$ cat config.mk
export PLATFORM = sky130hd
export DESIGN_NAME = four_pole_ladder_lowpass_unit
export DESIGN_NICKNAME = d
export VERILOG_FILES = /design/src/rtl/core/ladder_pkg.sv /design/src/rtl/core/four_pole_ladder_lowpass_unit.sv
export SDC_FILE = /design/constraint.sdc
export NUM_CORES = 2
export LEC_CHECK = 0
export ABC_AREA = 0
export BUFFER_PORTS_ARGS = -buffer_cell sky130_fd_sc_hd__buf_2
export CAP_MARGIN = 5
export CORE_UTILIZATION = 60
export DETAILED_ROUTE_END_ITERATION = 10
export PLACE_DENSITY_LB_ADDON = 0.2
export SYNTH_ARGS = -nofsm -noshare
export SYNTH_HDL_FRONTEND = slang
export SYNTH_SLANG_ARGS = --single-unit
export TNS_END_PERCENT = 100
$ cat constraint.sdc
create_clock -name clk -period 19.5 [get_ports clk]
set_clock_uncertainty 0.05 [all_clocks]
set_input_delay 2.925 -clock clk [delete_from_list [all_inputs] [get_ports clk]]
set_output_delay 2.925 -clock clk [all_outputs]
set_load 0.02 [all_outputs]
$ cat src/rtl/core/ladder_pkg.sv
// ----------------------------------------------------------------------------
// ladder_pkg
// Shared constants, widths and the sequencer state type for the four-pole
// ladder low-pass unit.
// ----------------------------------------------------------------------------
package ladder_pkg;

  // Default widths of the sample port and of the filter state.
  localparam int SAMPLE_WIDTH_DEF = 16;
  localparam int STATE_WIDTH_DEF  = 24;

  // Fixed field widths.
  localparam int RATE_W   = 18;
  localparam int CUT_W    = 17;
  localparam int RES_W    = 16;

  // Fraction bits of the coefficient (Q1.20) and of the resonance (Q2.14).
  localparam int COEF_BITS = 20;
  localparam int RES_BITS  = 14;

  // Reset value of the sample rate register.
  localparam logic [RATE_W-1:0] RATE_RESET = RATE_W'(48000);

  // 2*pi in Q3.28, and the width of the second multiplier operand.
  localparam int MUL_B_W = 32;
  localparam logic signed [MUL_B_W-1:0] TWO_PI_Q28 = 32'sd1686629713;

  // The product cutoff*2pi is cut by 8 bits before the division.
  localparam int NUM_SHIFT = 8;
  localparam int NUM_W     = 40;
  localparam int DIV_STEPS = COEF_BITS;
  localparam int CNT_W     = $clog2(DIV_STEPS);

  // Sequencer states.
  typedef enum logic [3:0] {
    ST_IDLE,
    ST_NUM,
    ST_LOAD,
    ST_DIV,
    ST_DRIVE,
    ST_MUL,
    ST_UPD,
    ST_PUT
  } ladder_state_t;

endpackage

$ cat src/rtl/core/four_pole_ladder_lowpass_unit.sv
// ----------------------------------------------------------------------------
// four_pole_ladder_lowpass_unit
// Resonant four-pole low-pass ladder filter in fixed point. One shared
// multiplier and a bit-serial divider run under a small sequencer.
// ----------------------------------------------------------------------------
//
//  Channel  Signals                                    Beat carries
//  -------  -----------------------------------------  -------------------------
//  in       in_valid, in_ready                         sample_in, cutoff_hz,
//                                                      resonance
//  out      out_valid, out_ready                       sample_out
//  cfg      cfg_valid, cfg_ready                       sample_rate_hz
//
//  The 20-step restoring divider forms the coefficient and is skipped when
//  the coefficient saturates to 1.0; the four stage updates then run on the
//  shared multiplier. Reset (rst, synchronous) clears the stage values and
//  sets the sample rate to 48000. The input stays not ready while a sample
//  is worked; a result waiting on out_ready holds the sequencer in its final
//  step and never blocks configuration writes.
//
module four_pole_ladder_lowpass_unit #(
  parameter int SAMPLE_WIDTH = ladder_pkg::SAMPLE_WIDTH_DEF,
  parameter int STATE_WIDTH  = ladder_pkg::STATE_WIDTH_DEF
) (
  input  logic                                 clk,
  input  logic                                 rst,
  // Configuration write channel.
  input  logic                                 cfg_valid,
  output logic                                 cfg_ready,
  input  logic [ladder_pkg::RATE_W-1:0]        sample_rate_hz,
  // Input channel.
  input  logic                                 in_valid,
  output logic                                 in_ready,
  input  logic signed [SAMPLE_WIDTH-1:0]       sample_in,
  input  logic [ladder_pkg::CUT_W-1:0]         cutoff_hz,
  input  logic [ladder_pkg::RES_W-1:0]         resonance,
  // Output channel.
  output logic                                 out_valid,
  input  logic                                 out_ready,
  output logic signed [STATE_WIDTH-1:0]        sample_out
);

  localparam int FRAC_BITS = STATE_WIDTH - 4;
  localparam int SHIFT     = FRAC_BITS - (SAMPLE_WIDTH - 1);
  localparam int MUL_A_W   = (STATE_WIDTH + 1 > ladder_pkg::CUT_W + 1) ?
                             STATE_WIDTH + 1 : ladder_pkg::CUT_W + 1;
  localparam int PROD_W    = MUL_A_W + ladder_pkg::MUL_B_W;
  localparam int DRV_W     = STATE_WIDTH + 4;
  localparam int UPD_W     = STATE_WIDTH + 3;
  localparam int COEF_W    = ladder_pkg::COEF_BITS + 1;

  localparam logic signed [STATE_WIDTH-1:0] ONE_Q     = STATE_WIDTH'(1) <<< FRAC_BITS;
  localparam logic signed [STATE_WIDTH-1:0] STATE_MAX = {1'b0, {(STATE_WIDTH-1){1'b1}}};
  localparam logic signed [STATE_WIDTH-1:0] STATE_MIN = {1'b1, {(STATE_WIDTH-1){1'b0}}};
  localparam logic [COEF_W-1:0] COEF_ONE = COEF_W'(1) << ladder_pkg::COEF_BITS;

  ladder_pkg::ladder_state_t state, state_next;

  // Configuration and latched input beat.
  logic [ladder_pkg::RATE_W-1:0]   rate_hz;
  logic signed [SAMPLE_WIDTH-1:0]  sample_r;
  logic [ladder_pkg::CUT_W-1:0]    cutoff_r;
  logic [ladder_pkg::RES_W-1:0]    res_r;

  // Shared multiplier.
  logic signed [MUL_A_W-1:0]             ma;
  logic signed [ladder_pkg::MUL_B_W-1:0] mb;
  logic signed [PROD_W-1:0]              prod;
  logic                                  prod_en;

  // Divider.
  logic [ladder_pkg::NUM_W-1:0] num_in;
  logic [ladder_pkg::NUM_W-1:0] rem;
  logic [ladder_pkg::NUM_W-1:0] dsh;
  logic [ladder_pkg::NUM_W:0]   trial;
  logic [ladder_pkg::CNT_W-1:0] cnt;
  logic [COEF_W-1:0]            coef;
  logic                         coef_sat;

  // Filter datapath.
  logic signed [STATE_WIDTH-1:0] stage [4];
  logic signed [STATE_WIDTH-1:0] prev;
  logic [1:0]                    idx;
  logic signed [STATE_WIDTH-1:0] x_conv;
  logic signed [STATE_WIDTH-1:0] rscl;
  logic signed [STATE_WIDTH:0]   diff;
  logic signed [STATE_WIDTH+2:0] fb;
  logic signed [DRV_W-1:0]       drive_w;
  logic signed [STATE_WIDTH-1:0] drive;
  logic signed [STATE_WIDTH+1:0] step;
  logic signed [UPD_W-1:0]       upd_w;
  logic signed [STATE_WIDTH-1:0] upd;

  assign cfg_ready = 1'b1;

  // Sample moved into the state format.
  generate
    if (SHIFT >= 0) begin : g_left
      assign x_conv = STATE_WIDTH'(sample_r) <<< SHIFT;
    end else begin : g_right
      assign x_conv = STATE_WIDTH'(sample_r >>> (-SHIFT));
    end
  endgenerate

  // Feedback source, clamped to 1.0 from above only.
  assign rscl = (stage[3] > ONE_Q) ? ONE_Q : stage[3];
  assign diff = (STATE_WIDTH+1)'(prev) - (STATE_WIDTH+1)'(stage[idx]);

  // Operand select for the shared multiplier.
  always_comb begin
    ma      = '0;
    mb      = '0;
    prod_en = 1'b0;
    case (state)
      ladder_pkg::ST_NUM: begin
        ma      = MUL_A_W'({1'b0, cutoff_r});
        mb      = ladder_pkg::TWO_PI_Q28;
        prod_en = 1'b1;
      end
      ladder_pkg::ST_LOAD: begin
        ma      = MUL_A_W'(rscl);
        mb      = ladder_pkg::MUL_B_W'({1'b0, res_r});
        prod_en = 1'b1;
      end
      ladder_pkg::ST_MUL: begin
        ma      = MUL_A_W'(diff);
        mb      = ladder_pkg::MUL_B_W'({1'b0, coef});
        prod_en = 1'b1;
      end
      default: begin
        prod_en = 1'b0;
      end
    endcase
  end

  // Division operands: coefficient = floor((cutoff*2pi >> 8) / rate).
  assign num_in   = prod[ladder_pkg::NUM_SHIFT +: ladder_pkg::NUM_W];
  assign coef_sat = num_in >= ladder_pkg::NUM_W'({rate_hz, {ladder_pkg::COEF_BITS{1'b0}}});
  assign trial    = {1'b0, rem} - {1'b0, dsh};

  // Drive: sample minus scaled feedback, saturated.
  assign fb      = prod[ladder_pkg::RES_BITS +: STATE_WIDTH+3];
  assign drive_w = DRV_W'(x_conv) - DRV_W'(fb);
  always_comb begin
    if (&drive_w[DRV_W-1:STATE_WIDTH-1] || ~|drive_w[DRV_W-1:STATE_WIDTH-1]) begin
      drive = drive_w[STATE_WIDTH-1:0];
    end else begin
      drive = drive_w[DRV_W-1] ? STATE_MIN : STATE_MAX;
    end
  end

  // One-pole update of the selected stage, saturated.
  assign step  = prod[ladder_pkg::COEF_BITS +: STATE_WIDTH+2];
  assign upd_w = UPD_W'(stage[idx]) + UPD_W'(step);
  always_comb begin
    if (&upd_w[UPD_W-1:STATE_WIDTH-1] || ~|upd_w[UPD_W-1:STATE_WIDTH-1]) begin
      upd = upd_w[STATE_WIDTH-1:0];
    end else begin
      upd = upd_w[UPD_W-1] ? STATE_MIN : STATE_MAX;
    end
  end

  // State register.
  always_ff @(posedge clk) begin
    if (rst) begin
      state <= ladder_pkg::ST_IDLE;
    end else begin
      state <= state_next;
    end
  end

  // Next state and handshake outputs.
  always_comb begin
    state_next = state;
    in_ready   = 1'b0;
    case (state)
      ladder_pkg::ST_IDLE: begin
        in_ready = 1'b1;
        if (in_valid) begin
          state_next = ladder_pkg::ST_NUM;
        end
      end
      ladder_pkg::ST_NUM: begin
        state_next = ladder_pkg::ST_LOAD;
      end
      ladder_pkg::ST_LOAD: begin
        state_next = coef_sat ? ladder_pkg::ST_DRIVE : ladder_pkg::ST_DIV;
      end
      ladder_pkg::ST_DIV: begin
        if (cnt == '0) begin
          state_next = ladder_pkg::ST_DRIVE;
        end
      end
      ladder_pkg::ST_DRIVE: begin
        state_next = ladder_pkg::ST_MUL;
      end
      ladder_pkg::ST_MUL: begin
        state_next = ladder_pkg::ST_UPD;
      end
      ladder_pkg::ST_UPD: begin
        state_next = (idx == 2'd3) ? ladder_pkg::ST_PUT : ladder_pkg::ST_MUL;
      end
      ladder_pkg::ST_PUT: begin
        if (!out_valid || out_ready) begin
          state_next = ladder_pkg::ST_IDLE;
        end
      end
      default: begin
        state_next = ladder_pkg::ST_IDLE;
      end
    endcase
  end

  // Configuration register.
  always_ff @(posedge clk) begin
    if (rst) begin
      rate_hz <= ladder_pkg::RATE_RESET;
    end else if (cfg_valid && cfg_ready) begin
      rate_hz <= sample_rate_hz;
    end
  end

  // Input beat capture and product register.
  always_ff @(posedge clk) begin
    if (in_valid && in_ready) begin
      sample_r <= sample_in;
      cutoff_r <= cutoff_hz;
      res_r    <= resonance;
    end
    if (prod_en) begin
      prod <= ma * mb;
    end
  end

  // Restoring divider, one quotient bit per cycle.
  always_ff @(posedge clk) begin
    case (state)
      ladder_pkg::ST_LOAD: begin
        rem  <= num_in;
        dsh  <= ladder_pkg::NUM_W'({rate_hz, {(ladder_pkg::COEF_BITS-1){1'b0}}});
        cnt  <= ladder_pkg::CNT_W'(ladder_pkg::DIV_STEPS - 1);
        coef <= coef_sat ? COEF_ONE : '0;
      end
      ladder_pkg::ST_DIV: begin
        if (!trial[ladder_pkg::NUM_W]) begin
          rem <= trial[ladder_pkg::NUM_W-1:0];
        end
        coef <= {coef[COEF_W-2:0], ~trial[ladder_pkg::NUM_W]};
        dsh  <= dsh >> 1;
        cnt  <= cnt - 1'b1;
      end
      default: begin
        cnt <= cnt;
      end
    endcase
  end

  // Stage values, running stage input and stage index.
  always_ff @(posedge clk) begin
    if (rst) begin
      for (int i = 0; i < 4; i++) begin
        stage[i] <= '0;
      end
      idx <= '0;
    end else begin
      case (state)
        ladder_pkg::ST_DRIVE: begin
          prev <= drive;
          idx  <= '0;
        end
        ladder_pkg::ST_UPD: begin
          stage[idx] <= upd;
          prev       <= upd;
          idx        <= idx + 1'b1;
        end
        default: begin
          idx <= idx;
        end
      endcase
    end
  end

  // Output register: filled from stage four once the slot is free.
  always_ff @(posedge clk) begin
    if (rst) begin
      out_valid <= 1'b0;
    end else if (state == ladder_pkg::ST_PUT && (!out_valid || out_ready)) begin
      out_valid <= 1'b1;
    end else if (out_ready) begin
      out_valid <= 1'b0;
    end
  end

  always_ff @(posedge clk) begin
    if (state == ladder_pkg::ST_PUT && (!out_valid || out_ready)) begin
      sample_out <= stage[3];
    end
  end

  // The input is closed for the whole sample once a beat is taken.
  a_busy_after_accept: assert property (@(posedge clk) disable iff (rst)
    in_valid && in_ready |=> !in_ready)
    else $error("input accepted again right after a beat");

  // Restoring division keeps the remainder below twice the shifted divisor.
  a_div_remainder: assert property (@(posedge clk) disable iff (rst)
    state == ladder_pkg::ST_DIV |-> {1'b0, rem} < {dsh, 1'b0})
    else $error("divider remainder out of range");

  // The coefficient never exceeds 1.0 when the stages use it.
  a_coef_range: assert property (@(posedge clk) disable iff (rst)
    state == ladder_pkg::ST_MUL |-> coef <= COEF_ONE)
    else $error("coefficient above 1.0");

  // A new result only appears from the final sequencer step.
  a_out_source: assert property (@(posedge clk) disable iff (rst)
    $rose(out_valid) |-> $past(state) == ladder_pkg::ST_PUT)
    else $error("result raised outside the output step");

  // Stage updates only follow a multiply on the shared unit.
  a_upd_after_mul: assert property (@(posedge clk) disable iff (rst)
    state == ladder_pkg::ST_UPD |-> $past(state) == ladder_pkg::ST_MUL)
    else $error("stage update without a fresh product");

endmodule
; After elaboration in Yosys (flattened, before gate mapping)
; Memories as Yosys holds them, arrays and structs flattened. A register that Yosys moved wholly into a read port is not among the register bits.
; Index checks and enable logic that the tools add are counted.
[totals]
register_bits = 276
ramBits = 96
out_inout_bits = 27
elab_cells = 95
memories = 1
[classes]
add_sub_neg = 6
mul = 1
magnitude_cmp = 2
n_eq_ne = 12
muxes = 35
bitwise = 2
reduce_logical = 22
[mem_list]
columns = name, words, word_bits, rd, rd_ports_with_merged_regs, wr, line
row1 = stage, 4, 24, 2, 1, 4, four_pole_ladder_lowpass_unit.sv:81  ; logic signed [STATE_WIDTH-1:0] stage [4];
[op_table]
columns = cell, count
row1 = $pmux W40 S2, 2
row2 = $mux W24, 6
row3 = $pmux W31 S3, 1
row4 = $pmux W25 S3, 1
row5 = $mul A25 B32 Y48, 1
row6 = $pmux W24 S2, 1
row7 = $pmux W21 S2, 1
row8 = $sub A40 B40 Y41, 1
row9 = $ge A40 B38 Y1, 1
row10 = $mux W40, 1
row11 = $pmux W4 S8, 1
row12 = $sub A21 B27 Y28, 1
row13 = $add A24 B26 Y27, 1
row14 = $sub A24 B24 Y25, 1
row15 = $gt A24 B22 Y1 const B, 1
row16 = $reduce_or A24 Y1, 1
row17 = $mux W21, 1
row18 = $eq A4 B3 Y1 const B, 4
row19 = $mux W4, 3
row20 = $mux W1, 10
row21 = $pmux W5 S2, 1
row22 = $eq A4 B2 Y1 const B, 2
row23 = $mux W2, 4
row24 = $ne A2 B2 Y1 const B, 3
row25 = 21 further kinds, 30

; Logic depth before layout (Yosys ltp)
[depth]
depth_word = 6
mapped_depth = 41

; Least setup slack after synthesis
; Ideal clock, no wire load.
[synth_timing]
path_kind = reg2reg
from = reg with a tool-made name
to = reg prod[47], data pin
arrival_time_ns = 10.079
required_time_ns = 19.190
path_slack_ns = 9.111
path_stages_with_launch = 38
path_cell_list = dfxtp_1 > clkbuf_1 > buf_1 > mux4_2 > ha_1 > fa_1 > nor2b_1 > o21ai_0 > a21boi_0 > o211ai_1 > a211oi_1 > o21ai_0 > a21oi_1 > xnor2_1 > o21ai_1 > clkbuf_1 > nand2_1 > fa_1 > [2 not listed] > fa_1 > fa_1 > inv_1 > fa_1 > inv_1 > fa_1 > fa_1 > ha_1 > a211oi_1 > o22ai_1 > a2111oi_0 > nor2_1 > o21ai_0 > a31oi_1 > o22ai_1 > o21ai_1 > o41a_1 > xnor2_1
[synth_rtl]
columns = item, line
row1 = to (signal assigned), four_pole_ladder_lowpass_unit.sv:231  ; prod <= ma * mb;
row2 = to (decl), four_pole_ladder_lowpass_unit.sv:68  ; logic signed [PROD_W-1:0] prod;

==> metrics.csv <==
metric;value;unit
place_area;41100;µm²
syn2layout_area_growth;7.51;%
portBuffers;97;
clock-root-buffer;clkbuf_16;
synth_area;39600;µm²
avgSynthCellArea;9.73;µm²
antenna_found_initial;3;
setup-tns-final;0;ps
path_clk_slew;60;ps
busiest_layer;met2;
cts_buffer_depth;3;
yosys_warnings;0;
whs_path_depth;2;
setup_viol_count_final;0;
fin_crit_sh;59.1;%
fmax;86.8;MHz
track_usage;35.4;%
core_area;64800;µm²
die_y;259;µm
ys_seq_area_share;26.8;%
viasPerCell;6.08;
ys_async_sr_fraction;0;%
synthFlopType;edfxtp_1;
drv_slew;0;
avgRoutedWirePerCell;23.2;µm
finalNetCount;5057;
vias;30500;
cp_common_cell;fa_1;
worstHoldStart;rate_hz[4];
synth_edf_count;336;
htreeDepth;2;
gp_congestion;1.00;
row_count;93;
maxCapViolCount;0;
cts_buffers;43;
met2_usage;53.5;%
critPathLaunchType;register;
cp_data_required_time;19780;ps
grt_pass1_vias;30200;
route.antenna.remaining_nets;0;
end_kind;register;
r2r_end;prod[47];
cts_resized;0;
use_met1;49.5;%
io_pins;99;
reg2regPathDepth;34;
wl;116000;µm
worst_pin_slew;1260;ps
drtIter0Drc;3164;
hold_viol;0;
period_minus_slack;11520;ps
cts.sinks;362;
cts_tree;yes;
drt-pass1-iter-count;8;
syn_inst;4070;
p_leak;20.0;nW
final_cell_area;42600;µm²
postCtsSetupBuffers;0;
synth-seq-cells;362;
hpwlAfterDp;90100;µm
drive_gt1_share;7.04;%
grt_first_pass_wirelength;178000;µm
overflow;0;
cts_hold_buf;0;
worstHoldPathType;register to register;
cp_slowest_cell;o21a_1;
n_antenna_cell;0;
clkLatencyLatePin;600;ps
fp.dieW;259;µm
met3_usage;7.59;%
timing.slew.headroom;16.2;%
worst_hold_path.endpoint;rate_hz[4];
rsz0062_at_grt;false;
power_density;176;nW/µm²
ys_types;89;
worstSetupPathType;register to register;
remaining_drc_errors;0;
arrival;11800;ps
grt_max_degree;88;
vdd_drop_max;0.122;mV
critPathMaxFanout;23;
start_util;61.1;%
r2r_setup_slack;7980;ps
status;finished clean;
slowest_delay;660;ps
dieArea;67000;µm²
logic make-up (layout without fill, tap and decap cells):
| logic type | after synthesis | after routing | share of synthesized area [%] |
|---|---|---|---|
| simple gates | 1192 | 1192 | 13.1 |
| mux | 38 | 38 | 1.72 |
| compound gates | 642 | 642 | 10.5 |
| other cells | 2 | 13 | 0.0190 |
| fa+ha+maj | 856 | 856 | 36.8 |
| flops | 362 | 362 | 26.8 |
| xor+xnor | 133 | 133 | 2.94 |
| buf+inv | 845 | 925 | 8.09 |
where the power goes:
part	switching, mW	leakage (nW)	internal (mW)
registers	0.180	3.42	1.19
logic	3.44	15.9	1.84
clock network	0.352	0.697	0.472
cell type report:
cell class	instances	area, µm²
timing repair buffer	160	958
inverter	688	2580
clock inverter	27	313
clock buffer	50	1120
sequential	362	10600
tap	855	1070
multi-input combinational	2874	25900
fill	5125	22200
worst max path at each step:
| stage | start | end | slack, ps | depth (start not counted) |
|---|---|---|---|---|
| floorplan | register | prod[47] | 9110 | 37 |
| global placement | register | prod[47] | 8630 | 34 |
| global route | register | prod[47] | 7430 | 34 |
| detailed placement | register | prod[47] | 8300 | 34 |
| finish | register | prod[47] | 7980 | 34 |
| CTS | register | prod[47] | 8220 | 34 |
worst max-delay path, delay by kind of cell (launching register included):
family / cells / cell delay, ps
simple gates: 3 / 570
mux: 1 / 630
flops: 1 / 360
xor+xnor: 1 / 130
compound gates: 15 / 4290
buf+inv: 5 / 1190
fa+ha+maj: 9 / 4030
metrics by stage:
| step | power (mW) | setup slack, ps | instances | util, % | hold slack (ps) |
|---|---|---|---|---|---|
| after floorplan | 4.80 | 9110 | 4081 | - | 410 |
| after global placement | 6.46 | 8630 | 4939 | 63.5 | 425 |
| after detailed placement | 6.51 | 8300 | 4939 | 63.5 | 432 |
| after CTS | 7.38 | 8220 | 5016 | 65.7 | 446 |
| after global routing | 8.01 | 7430 | 5016 | 65.7 | 470 |
| final | 7.48 | 7980 | 5016 | 65.7 | 444 |
cell usage in the layout, fill, tap and decap left out, drive strengths merged, types with 14 or more instances in the layout:
| cell type | synthesis | layout |
|---|---|---|
| o21bai | 15 | 15 |
| a211oi | 28 | 28 |
| nand2b | 35 | 35 |
| nor4 | 14 | 14 |
| nand3 | 42 | 42 |
| clkinv | 1 | 19 |
| inv | 687 | 691 |
| buf | 30 | 160 |
| fa | 514 | 514 |
| clkbuf | 127 | 50 |
| ha | 342 | 342 |
| a31oi | 21 | 21 |
| and3 | 41 | 41 |
| and2 | 47 | 47 |
| o21a | 27 | 27 |
| edfxtp | 336 | 336 |
| nor3 | 38 | 38 |
| a21o | 73 | 73 |
| dfxtp | 26 | 26 |
| xor2 | 44 | 44 |
| nor2 | 408 | 408 |
| o21ai | 147 | 147 |
| nor2b | 27 | 27 |
| or3 | 15 | 15 |
| nand2 | 478 | 478 |
| xnor2 | 89 | 89 |
| mux4 | 24 | 24 |
| a21oi | 180 | 180 |
| o211ai | 25 | 25 |
cell usage after synthesis (9+ instances only):
cell         n  area (µm²)
o21ai_1      9        45.0
o211ai_1    24         180
mux4_2      24         541
o21ai_0    138         691
or3_1       15        93.8
nor3_1      38         190
nor2_1     408        1530
a22oi_1     11        82.6
and2_1      46         288
inv_1      687        2580
edfxtp_1   336       10100
a221oi_1     9        78.8
o21bai_1    15         113
o21a_1      27         203
a21o_1      73         548
nand4_1     12        75.1
nor4_1      14        87.6
buf_1       14        52.6
and3_1      41         257
dfxtp_1     26         521
a21oi_1    180         901
nand3_1     42         210
xor2_1      44         385
a31oi_1     20         125
a2111oi_0   11        96.3
nand2b_1    35         219
nand2_1    478        1790
clkbuf_1   127         477
fa_1       514       10300
nor2b_1     27         169
a211oi_1    26         195
mux2i_1     13         130
ha_1       342        4280
a22o_1      10        87.6
buf_2       13        65.1
xnor2_1     89         780
or2_2       11        68.8
state kept, by name (all words and copies together), names as in the netlist, 2 cells and up, named ones only:
register,cells
sample_r,16
state,3
cutoff_r,17
cnt,5
idx,2
dsh,37
prod,40
res_r,16
coef,21
rate_hz,18
prev,24
sample_out,24
stage,96
rem,40
metal layers:
metal / part of all wire [%] / up-vias
met5: 0 / -
met1: 39 / 15000
li1: - / 13500
met4: 5.2 / 0
met2: 44 / 1709
met3: 11 / 310
Note: power is estimated with default switching activity, not from simulation.
